File: config.mk
export PLATFORM = sky130hd
export DESIGN_NAME = luma_key_soft_blend
export DESIGN_NICKNAME = d
export VERILOG_FILES = /design/src/design/lksb_pkg.sv /design/src/design/luma_key_soft_blend.sv
export SDC_FILE = /design/constraint.sdc
export NUM_CORES = 2
export LEC_CHECK = 0
export BUFFER_PORTS_ARGS = -buffer_cell sky130_fd_sc_hd__buf_4
export CAP_MARGIN = 5
export CORE_MARGIN = 1.5
export CORE_UTILIZATION = 59
export DETAILED_ROUTE_END_ITERATION = 8
export PLACE_DENSITY = 0.84
export SETUP_SLACK_MARGIN = 0.1
export SYNTH_ARGS = -nofsm -noshare
export SYNTH_HDL_FRONTEND = slang
export SYNTH_SLANG_ARGS = --single-unit
File: constraint.sdc
create_clock -name clock -period 13.6 [get_ports clock]
set_clock_uncertainty 0.05 [all_clocks]
set_input_delay 0.68 -clock clock [delete_from_list [all_inputs] [get_ports clock]]
set_output_delay 0.68 -clock clock [all_outputs]
set_load 0.005 [all_outputs]
File: src/design/lksb_pkg.sv
`timescale 1ns / 1ps
// ----------------------------------------------------------------------------
// Luma key soft blend package
// Shared constants, select codes and helper functions for the luma keyer.
// ----------------------------------------------------------------------------
package lksb_pkg;

   // Channel positions inside a 32-bit pixel word
   localparam int unsigned RED_SHIFT   = 16;
   localparam int unsigned GREEN_SHIFT = 8;
   localparam int unsigned BLUE_SHIFT  = 0;

   // Luminance weights, sum is 256
   localparam logic [15:0] LUM_R_COEF = 16'd90;
   localparam logic [15:0] LUM_G_COEF = 16'd115;
   localparam logic [15:0] LUM_B_COEF = 16'd51;

   // 255 << 8
   localparam logic [15:0] FULL_SCALE = 16'hFF00;

   // Configuration register indexes
   localparam int unsigned CSR_INDEX_W = 1;
   localparam logic [CSR_INDEX_W-1:0] CSR_THRESHOLD = 1'b0;
   localparam logic [CSR_INDEX_W-1:0] CSR_FUZZINESS = 1'b1;

   // Reset values of the registers and of everything derived from them
   localparam logic [7:0]  THRESHOLD_RST = 8'd128;
   localparam logic [7:0]  FUZZINESS_RST = 8'd8;
   localparam logic [7:0]  WIN_START_RST = 8'd120;
   localparam logic [7:0]  WIN_END_RST   = 8'd136;
   localparam logic [7:0]  WIN_WIDTH_RST = 8'd16;
   localparam logic [7:0]  DIV_QHI_RST   = 8'h0F;   // 0xFF / 16
   localparam logic [7:0]  DIV_REM_RST   = 8'd15;   // 0xFF % 16
   localparam logic [15:0] RAMP_RST      = 16'd4080;

   // Output select code carried down the pipeline
   typedef enum logic [1:0] {
      SEL_B   = 2'd0,
      SEL_A   = 2'd1,
      SEL_MIX = 2'd2
   } sel_type;

   // Pull one 8-bit channel out of a pixel word
   function automatic logic [7:0] chan(input logic [31:0] word, input int unsigned shift);
      logic [31:0] shifted;
      shifted = word >> shift;
      return shifted[7:0];
   endfunction

   // Eight restoring-division steps: returns {quotient bits, remainder}.
   // Remainder in must be below the divisor.
   function automatic logic [15:0] div_step8(input logic [7:0] rem_in,
                                             input logic [7:0] dvd_bits,
                                             input logic [7:0] divisor);
      logic [7:0] rem;
      logic [8:0] trial;
      logic [7:0] quo;
      rem = rem_in;
      quo = 8'd0;
      for (int i = 7; i >= 0; i--) begin
         trial = {rem, dvd_bits[i]};
         if (trial >= {1'b0, divisor}) begin
            trial  = trial - {1'b0, divisor};
            quo[i] = 1'b1;
         end
         rem = trial[7:0];
      end
      return {quo, rem};
   endfunction

endpackage

File: src/design/luma_key_soft_blend.sv
`timescale 1ns / 1ps
// Pipeline: five register stages, s1 to s4 and the output register.
// Throughput: one item per clock; busy stays low, start may be held high every cycle.
// The result receiver cannot stall, so the pipeline never holds and needs no skid stage.
// Reset (synchronous, active high) clears the pipeline valids and loads threshold 128,
// fuzziness 8 and the matching window/ramp values; items may start the cycle after.
// A CSR write passes the window registers before the compare and the divider before the ramp.
// ----------------------------------------------------------------------------
// Luma key soft blend
// Keys foreground pixel A over background pixel B by the luminance of A,
// with a linear soft blend inside a window around the threshold.
// ----------------------------------------------------------------------------
module luma_key_soft_blend (
   input  logic                              clock,
   input  logic                              reset,
   // item request
   input  logic                              start,
   output logic                              busy,
   input  logic [31:0]                       req_pixel_a,
   input  logic [31:0]                       req_pixel_b,
   // item result
   output logic                              rsp_valid,
   output logic [31:0]                       rsp_pixel_out,
   // configuration writes
   input  logic                              csr_we,
   input  logic [lksb_pkg::CSR_INDEX_W-1:0]  csr_index,
   input  logic [7:0]                        csr_wdata
);

   // -------------------------------------------------------------------------
   // Configuration registers
   // -------------------------------------------------------------------------
   logic [7:0] threshold_ff, threshold_in;
   logic [7:0] fuzziness_ff, fuzziness_in;

   always_comb begin
      threshold_in = threshold_ff;
      fuzziness_in = fuzziness_ff;
      if (csr_we) begin
         case (csr_index)
            lksb_pkg::CSR_THRESHOLD: threshold_in = csr_wdata;
            lksb_pkg::CSR_FUZZINESS: fuzziness_in = csr_wdata;
            default: ;
         endcase
      end
   end

   // -------------------------------------------------------------------------
   // Window derivation, recomputed every cycle from the registers.
   // start = thr - fuz clamped at 0, end = thr + fuz clamped at 255,
   // width = end - start, forced to at least 1 (never above 255 here).
   // -------------------------------------------------------------------------
   logic [8:0] win_diff;
   logic [8:0] win_sum;
   logic [7:0] window_start_ff, window_start_in;
   logic [7:0] window_end_ff,   window_end_in;
   logic [7:0] win_width_ff,    win_width_in;

   always_comb begin
      win_diff        = {1'b0, threshold_ff} - {1'b0, fuzziness_ff};
      win_sum         = {1'b0, threshold_ff} + {1'b0, fuzziness_ff};
      window_start_in = win_diff[8] ? 8'd0   : win_diff[7:0];
      window_end_in   = win_sum[8]  ? 8'hFF  : win_sum[7:0];
      win_width_in    = window_end_in - window_start_in;
      if (win_width_in == 8'd0) begin
         win_width_in = 8'd1;
      end
   end

   // -------------------------------------------------------------------------
   // Ramp multiplier = 0xFF00 / width, a restoring divider split over registers: the upper
   // quotient byte and remainder go into the div registers, then the lower byte into the ramp.
   // -------------------------------------------------------------------------
   logic [15:0] div_hi_res;
   logic [15:0] div_lo_res;
   logic [7:0]  div_qhi_ff,  div_qhi_in;
   logic [7:0]  div_rem_ff,  div_rem_in;
   logic [7:0]  div_dvsr_ff, div_dvsr_in;
   logic [15:0] ramp_multiplier_ff, ramp_multiplier_in;

   always_comb begin
      div_hi_res         = lksb_pkg::div_step8(8'd0, lksb_pkg::FULL_SCALE[15:8], win_width_ff);
      div_qhi_in         = div_hi_res[15:8];
      div_rem_in         = div_hi_res[7:0];
      div_dvsr_in        = win_width_ff;
      div_lo_res         = lksb_pkg::div_step8(div_rem_ff, lksb_pkg::FULL_SCALE[7:0],
                                               div_dvsr_ff);
      ramp_multiplier_in = {div_qhi_ff, div_lo_res[15:8]};
   end

   always_ff @(posedge clock) begin
      if (reset) begin
         threshold_ff       <= lksb_pkg::THRESHOLD_RST;
         fuzziness_ff       <= lksb_pkg::FUZZINESS_RST;
         window_start_ff    <= lksb_pkg::WIN_START_RST;
         window_end_ff      <= lksb_pkg::WIN_END_RST;
         win_width_ff       <= lksb_pkg::WIN_WIDTH_RST;
         div_qhi_ff         <= lksb_pkg::DIV_QHI_RST;
         div_rem_ff         <= lksb_pkg::DIV_REM_RST;
         div_dvsr_ff        <= lksb_pkg::WIN_WIDTH_RST;
         ramp_multiplier_ff <= lksb_pkg::RAMP_RST;
      end else begin
         threshold_ff       <= threshold_in;
         fuzziness_ff       <= fuzziness_in;
         window_start_ff    <= window_start_in;
         window_end_ff      <= window_end_in;
         win_width_ff       <= win_width_in;
         div_qhi_ff         <= div_qhi_in;
         div_rem_ff         <= div_rem_in;
         div_dvsr_ff        <= div_dvsr_in;
         ramp_multiplier_ff <= ramp_multiplier_in;
      end
   end

   // -------------------------------------------------------------------------
   // Item pipeline
   //   s1: luminance of A
   //   s2: window compare, offset into the window
   //   s3: alpha and its complement
   //   s4: per-channel products
   //   out: channel sums, word assembly, final select
   // -------------------------------------------------------------------------

   // The receiver never stalls, so every item is taken when offered.
   assign busy = 1'b0;

   // ---- stage 1 ----
   logic [15:0] a_red_w, a_grn_w, a_blu_w;
   logic [15:0] lum_sum;
   logic        s1_valid_ff, s1_valid_in;
   logic [7:0]  s1_lum_ff,   s1_lum_in;
   logic [31:0] s1_a_ff,     s1_a_in;
   logic [31:0] s1_b_ff,     s1_b_in;

   always_comb begin
      a_red_w     = {8'd0, lksb_pkg::chan(req_pixel_a, lksb_pkg::RED_SHIFT)};
      a_grn_w     = {8'd0, lksb_pkg::chan(req_pixel_a, lksb_pkg::GREEN_SHIFT)};
      a_blu_w     = {8'd0, lksb_pkg::chan(req_pixel_a, lksb_pkg::BLUE_SHIFT)};
      // weights sum to 256, so the total fits 16 bits
      lum_sum     = a_red_w * lksb_pkg::LUM_R_COEF
                  + a_grn_w * lksb_pkg::LUM_G_COEF
                  + a_blu_w * lksb_pkg::LUM_B_COEF;
      s1_valid_in = start && !busy;
      s1_lum_in   = lum_sum[15:8];
      s1_a_in     = req_pixel_a;
      s1_b_in     = req_pixel_b;
   end

   // ---- stage 2 ----
   logic                  s2_valid_ff, s2_valid_in;
   lksb_pkg::sel_type     s2_sel_ff,   s2_sel_in;
   logic [7:0]            s2_offs_ff,  s2_offs_in;
   logic [31:0]           s2_a_ff,     s2_a_in;
   logic [31:0]           s2_b_ff,     s2_b_in;

   always_comb begin
      s2_valid_in = s1_valid_ff;
      // below the window gives B; at or past its end gives A, so an empty window never mixes
      if (s1_lum_ff < window_start_ff) begin
         s2_sel_in = lksb_pkg::SEL_B;
      end else if (s1_lum_ff >= window_end_ff) begin
         s2_sel_in = lksb_pkg::SEL_A;
      end else begin
         s2_sel_in = lksb_pkg::SEL_MIX;
      end
      s2_offs_in = s1_lum_ff - window_start_ff;
      s2_a_in    = s1_a_ff;
      s2_b_in    = s1_b_ff;
   end

   // ---- stage 3 ----
   logic [23:0]           alpha_prod;
   logic                  s3_valid_ff, s3_valid_in;
   lksb_pkg::sel_type     s3_sel_ff,   s3_sel_in;
   logic [15:0]           s3_alpha_ff, s3_alpha_in;
   logic [15:0]           s3_beta_ff,  s3_beta_in;
   logic [31:0]           s3_a_ff,     s3_a_in;
   logic [31:0]           s3_b_ff,     s3_b_in;

   always_comb begin
      s3_valid_in = s2_valid_ff;
      s3_sel_in   = s2_sel_ff;
      // inside the window offs < width, so alpha stays at or below 0xFF00
      alpha_prod  = {16'd0, s2_offs_ff} * {8'd0, ramp_multiplier_ff};
      s3_alpha_in = alpha_prod[15:0];
      s3_beta_in  = lksb_pkg::FULL_SCALE - alpha_prod[15:0];
      s3_a_in     = s2_a_ff;
      s3_b_in     = s2_b_ff;
   end

   // ---- stage 4 ----
   // channel order in the product arrays: 0 red, 1 green, 2 blue
   logic                  s4_valid_ff, s4_valid_in;
   lksb_pkg::sel_type     s4_sel_ff,   s4_sel_in;
   logic [2:0][23:0]      s4_pa_ff,    s4_pa_in;
   logic [2:0][23:0]      s4_pb_ff,    s4_pb_in;
   logic [31:0]           s4_a_ff,     s4_a_in;
   logic [31:0]           s4_b_ff,     s4_b_in;

   always_comb begin
      s4_valid_in = s3_valid_ff;
      s4_sel_in   = s3_sel_ff;
      s4_pa_in[0] = {16'd0, lksb_pkg::chan(s3_a_ff, lksb_pkg::RED_SHIFT)}   * {8'd0, s3_alpha_ff};
      s4_pa_in[1] = {16'd0, lksb_pkg::chan(s3_a_ff, lksb_pkg::GREEN_SHIFT)} * {8'd0, s3_alpha_ff};
      s4_pa_in[2] = {16'd0, lksb_pkg::chan(s3_a_ff, lksb_pkg::BLUE_SHIFT)}  * {8'd0, s3_alpha_ff};
      s4_pb_in[0] = {16'd0, lksb_pkg::chan(s3_b_ff, lksb_pkg::RED_SHIFT)}   * {8'd0, s3_beta_ff};
      s4_pb_in[1] = {16'd0, lksb_pkg::chan(s3_b_ff, lksb_pkg::GREEN_SHIFT)} * {8'd0, s3_beta_ff};
      s4_pb_in[2] = {16'd0, lksb_pkg::chan(s3_b_ff, lksb_pkg::BLUE_SHIFT)}  * {8'd0, s3_beta_ff};
      s4_a_in     = s3_a_ff;
      s4_b_in     = s3_b_ff;
   end

   // ---- output stage ----
   logic [2:0][24:0] mix_sum;
   logic [31:0]      mix_word;
   logic             rsp_valid_ff,     rsp_valid_in;
   logic [31:0]      rsp_pixel_out_ff, rsp_pixel_out_in;

   always_comb begin
      for (int c = 0; c < 3; c++) begin
         // sum stays below 2^24 since alpha + beta = 0xFF00
         mix_sum[c] = {1'b0, s4_pa_ff[c]} + {1'b0, s4_pb_ff[c]};
      end
      // blended word keeps only the three channels; overlapping channels OR
      mix_word = ({24'd0, mix_sum[0][23:16]} << lksb_pkg::RED_SHIFT)
               | ({24'd0, mix_sum[1][23:16]} << lksb_pkg::GREEN_SHIFT)
               | ({24'd0, mix_sum[2][23:16]} << lksb_pkg::BLUE_SHIFT);
      rsp_valid_in = s4_valid_ff;
      case (s4_sel_ff)
         lksb_pkg::SEL_B:   rsp_pixel_out_in = s4_b_ff;
         lksb_pkg::SEL_A:   rsp_pixel_out_in = s4_a_ff;
         lksb_pkg::SEL_MIX: rsp_pixel_out_in = mix_word;
         default:           rsp_pixel_out_in = s4_b_ff;
      endcase
   end

   // valid bits
   always_ff @(posedge clock) begin
      if (reset) begin
         s1_valid_ff  <= 1'b0;
         s2_valid_ff  <= 1'b0;
         s3_valid_ff  <= 1'b0;
         s4_valid_ff  <= 1'b0;
         rsp_valid_ff <= 1'b0;
      end else begin
         s1_valid_ff  <= s1_valid_in;
         s2_valid_ff  <= s2_valid_in;
         s3_valid_ff  <= s3_valid_in;
         s4_valid_ff  <= s4_valid_in;
         rsp_valid_ff <= rsp_valid_in;
      end
   end

   // payload, no reset
   always_ff @(posedge clock) begin
      s1_lum_ff        <= s1_lum_in;
      s1_a_ff          <= s1_a_in;
      s1_b_ff          <= s1_b_in;
      s2_sel_ff        <= s2_sel_in;
      s2_offs_ff       <= s2_offs_in;
      s2_a_ff          <= s2_a_in;
      s2_b_ff          <= s2_b_in;
      s3_sel_ff        <= s3_sel_in;
      s3_alpha_ff      <= s3_alpha_in;
      s3_beta_ff       <= s3_beta_in;
      s3_a_ff          <= s3_a_in;
      s3_b_ff          <= s3_b_in;
      s4_sel_ff        <= s4_sel_in;
      s4_pa_ff         <= s4_pa_in;
      s4_pb_ff         <= s4_pb_in;
      s4_a_ff          <= s4_a_in;
      s4_b_ff          <= s4_b_in;
      rsp_pixel_out_ff <= rsp_pixel_out_in;
   end

   assign rsp_valid     = rsp_valid_ff;
   assign rsp_pixel_out = rsp_pixel_out_ff;

endmodule

==> flow_summary_export.csv <==
group,metric,value,unit
routing,wl_per_cell,18.3,µm
sta,setup_viol,9,
final_layout,instances_no_fill,6837,
routing,viasPerCell,5.63,
grt,grt_overflow_total,0,
placement,place_inst,6616,
routing,ant_nets,0,
logic_synthesis,synthArstFlopShare,0,%
critical_path,critPathTopFamily,"compound AO/OA/AOI/OAI gates",
floorplanning,core,83800,µm²
logic_synthesis,synth_edf_count,0,
sta,fin_tns_setup,-1.60,ns
run_status,violations,"negative setup slack",
floorplanning,start_util,59.7,%
cts,root_buffer,"clkbuf_16",
final_layout,fillers,6052,
sta,fmax,70.8,MHz
logic_synthesis,synthMuxAreaShare,1.38,%
critical_path,crit_path_frequent_cell,"o21ai_2",
cts,cts_hold_buf,0,
final_layout,synthToLayoutAreaGrowth,14.6,%
logic_synthesis,ys_top_cells_by_area,"fa_1, dfxtp_1, ha_1",
critical_path,cp_slowest_cell,"o41ai_2",
critical_path,worstSetupPathType,"reg2reg",
routing,num_vias,38479,
sta,rsz0062_at_grt,"true",
cts,cts_made_buffers,59,
logic_synthesis,synthAdderAreaFrac,40.2,%
sta,hold_viol_final,0,
logic_synthesis,synth_seq_cells,570,
routing,dr.pass1.iters,5,
cts,h-tree-depth,2,
cts,worstSkewPairLatency,0.68,ns
min_path,hold_class,"in2reg",
grt,grt_pass1_vias,41885,
logic_synthesis,synth_cell_types,84,
cts,cts_sinks,570,
sta,fin_ws,-0.526,ns
critical_path,cp-start-kind,"flip-flop",
routing,drtIter0Drc,1909,
run_status,status,"finished with violations",
floorplanning,ioPinCount,111,
sta,final_max_slew_viol_count,0,
sta,period_needed,14.13,ns
routing,drc,0,
critical_path,cp_data_arrival_time,14.56,ns
sta,period_share,104,%
logic_synthesis,synth_top_flop_cell,"dfxtp_1",
run,cap_violations,0,
critical_path,cpPeakStageDelay,0.36,ns
logic_synthesis,synth_area_leader_cell,"fa_1",
cts,cts_tree,"done",
logic_synthesis,seq_area_frac_synth,22.8,%
sta,max-slew-margin-rel,18.1,%
final_layout,final_layout_size_suffix_gt1_share,14.1,%
final_layout,nNetsFinal,6954,
cts,cts.clk_slew.worst_paths,0.07,ns
logic_synthesis,synth_area,50000,µm²
placement,finalWeightedCongestion,0.928,
final_layout,multiInputGateArea,36000,µm²
logic_synthesis,syn_inst,5288,
critical_path,end_kind,"flip-flop",
sta,fin_hold_ws,0.0735,ns
logic_synthesis,synthXorXnorAreaFrac,4.21,%
floorplanning,die-area,86600,µm²
logic_synthesis,avgSynthCellArea,9.46,µm²
logic_synthesis,synth_compound_area_share,8.81,%
floorplanning,die_w,294,µm
placement,post-place-ws,-0.618,ns
grt,grt_max_degree,87,
cts,clockBufferDepth,3,
critical_path,r2r_slack,-0.53,ns
sta,worst_slew_pin_slew,1.23,ns
floorplanning,die_y,294,µm
final_layout,ff_latch_area,11400,µm²
routing,drt-total-wl,125,mm
grt,grt_usage,28.9,%
logic_synthesis,synth_top_family_by_area,"adder cells",
logic_synthesis,yosys.area_share.simple,15.7,%
logic_synthesis,syn_nets,6587,
placement,dpl.hpwl,90.1,mm
critical_path,required,14.03,ns
placement,portBuffers,109,
logic_synthesis,synth.top_cell.area_share,25.7,%
critical_path,critPathBufInv,4,
logic_synthesis,synth_warnings,0,
grt,grt_pass1_wl,201,mm
floorplanning,row_count,106,
critical_path,path_max_fanout,6,
grt,antenna_found_initial,0,
[synth_stat cells, types with 34 or more instances]
library cell / number
nor2_1: 205
xor2_1: 65
inv_1: 744
and2_1: 420
a21oi_1: 189
dfxtp_1: 570
o21ai_0: 127
mux2_2: 40
nand3_1: 50
clkbuf_1: 153
o21bai_1: 34
fa_1: 643
o21a_1: 44
nor3_1: 74
nand2b_1: 46
nor2b_1: 58
nand2_1: 653
ha_1: 579
a21o_1: 87
xnor2_1: 173
[final cells by class]
cell class | instances | area share (%)
diodes | 1 | 0.00437
repair buffers | 472 | 6.27
inverters | 746 | 4.90
clock inverters | 34 | 0.707
well taps | 1134 | 2.48
flip-flops and latches | 570 | 19.9
multi-input cells | 3806 | 62.9
clock buffers | 74 | 2.83
[final timing paths]
path | cells after the start | startpoint | to
worst max register to register | 81 | div_dvsr_ff[1]$_SDFF_PP0_ | ramp_multiplier_ff[0]$_SDFF_PP0_
worst min register to register | 0 | s1_b_ff[14]$_DFF_P_ | s2_b_ff[14]$_DFF_P_
worst max-delay path | 81 | div_dvsr_ff[1]$_SDFF_PP0_ | ramp_multiplier_ff[0]$_SDFF_PP0_
worst min-delay path | 1 | req_pixel_b[19] | s1_b_ff[19]$_DFF_P_
[per-layer routing]
metal	track usage (%)	part of all wire, %
met1	32.1	37
met2	52.9	51
met3	3.78	5.5
met4	16.1	6.1
met5	0	0
[stage by stage]
step / utilization [%] / area [µm²]
4_1_cts: 67.4 / 56500
5_1_grt: 68.4 / 57300
2_1_floorplan: - / 50300
3_3_place_gp: 64.1 / 53800
3_5_place_dp: 64.1 / 53800
6_report: 68.4 / 57300
[registers in the layout, summed over array words and instances (netlist names), 16 cells and up]
| signal | flops |
|---|---|
| s3_b_ff | 32 |
| s3_a_ff | 32 |
| s1_a_ff | 32 |
| s4_pb_ff | 72 |
| s1_b_ff | 32 |
| rsp_pixel_out | 32 |
| s4_pa_ff | 72 |
| ramp_multiplier_ff | 16 |
| s2_b_ff | 32 |
| s4_b_ff | 32 |
| s4_a_ff | 32 |
| s2_a_ff | 32 |
| s3_beta_ff | 16 |
[what timing repair did]
action | in CTS | in global routing
resized for setup | 39 | 115
setup endpoints to repair | 10 | 11
pin swaps | 73 | 84
gates cloned | 1 | 0
buffers inserted | 72 | 40
[kinds of logic (layout without fill, tap and decap cells)]
family                   after synthesis  in the layout
AO/OA/AOI/OAI                        672            672
XOR/XNOR                             239            239
adder cells (fa/ha/maj)             1222           1222
buffers and inverters                912           1326
flip-flops                           570            570
multiplexers                          62             62
other                                  1              2
AND/OR/NAND/NOR                     1610           1610
[cell usage in the layout (no fill, tap or decap), types with 59 or more instances in the layout]
cell type	instances
inv_1	738
a21oi_1	175
nor2_1	193
and2_1	417
o21ai_0	102
buf_4	459
nor3_1	70
clkbuf_16	59
fa_1	636
dfxtp_1	564
nand2_1	647
a21o_1	87
xnor2_1	173
xor2_1	64
ha_1	557
Power is left out: the tool's default activity adds up to more than one toggle a clock period on the data nets, which glitch-free logic cannot reach.
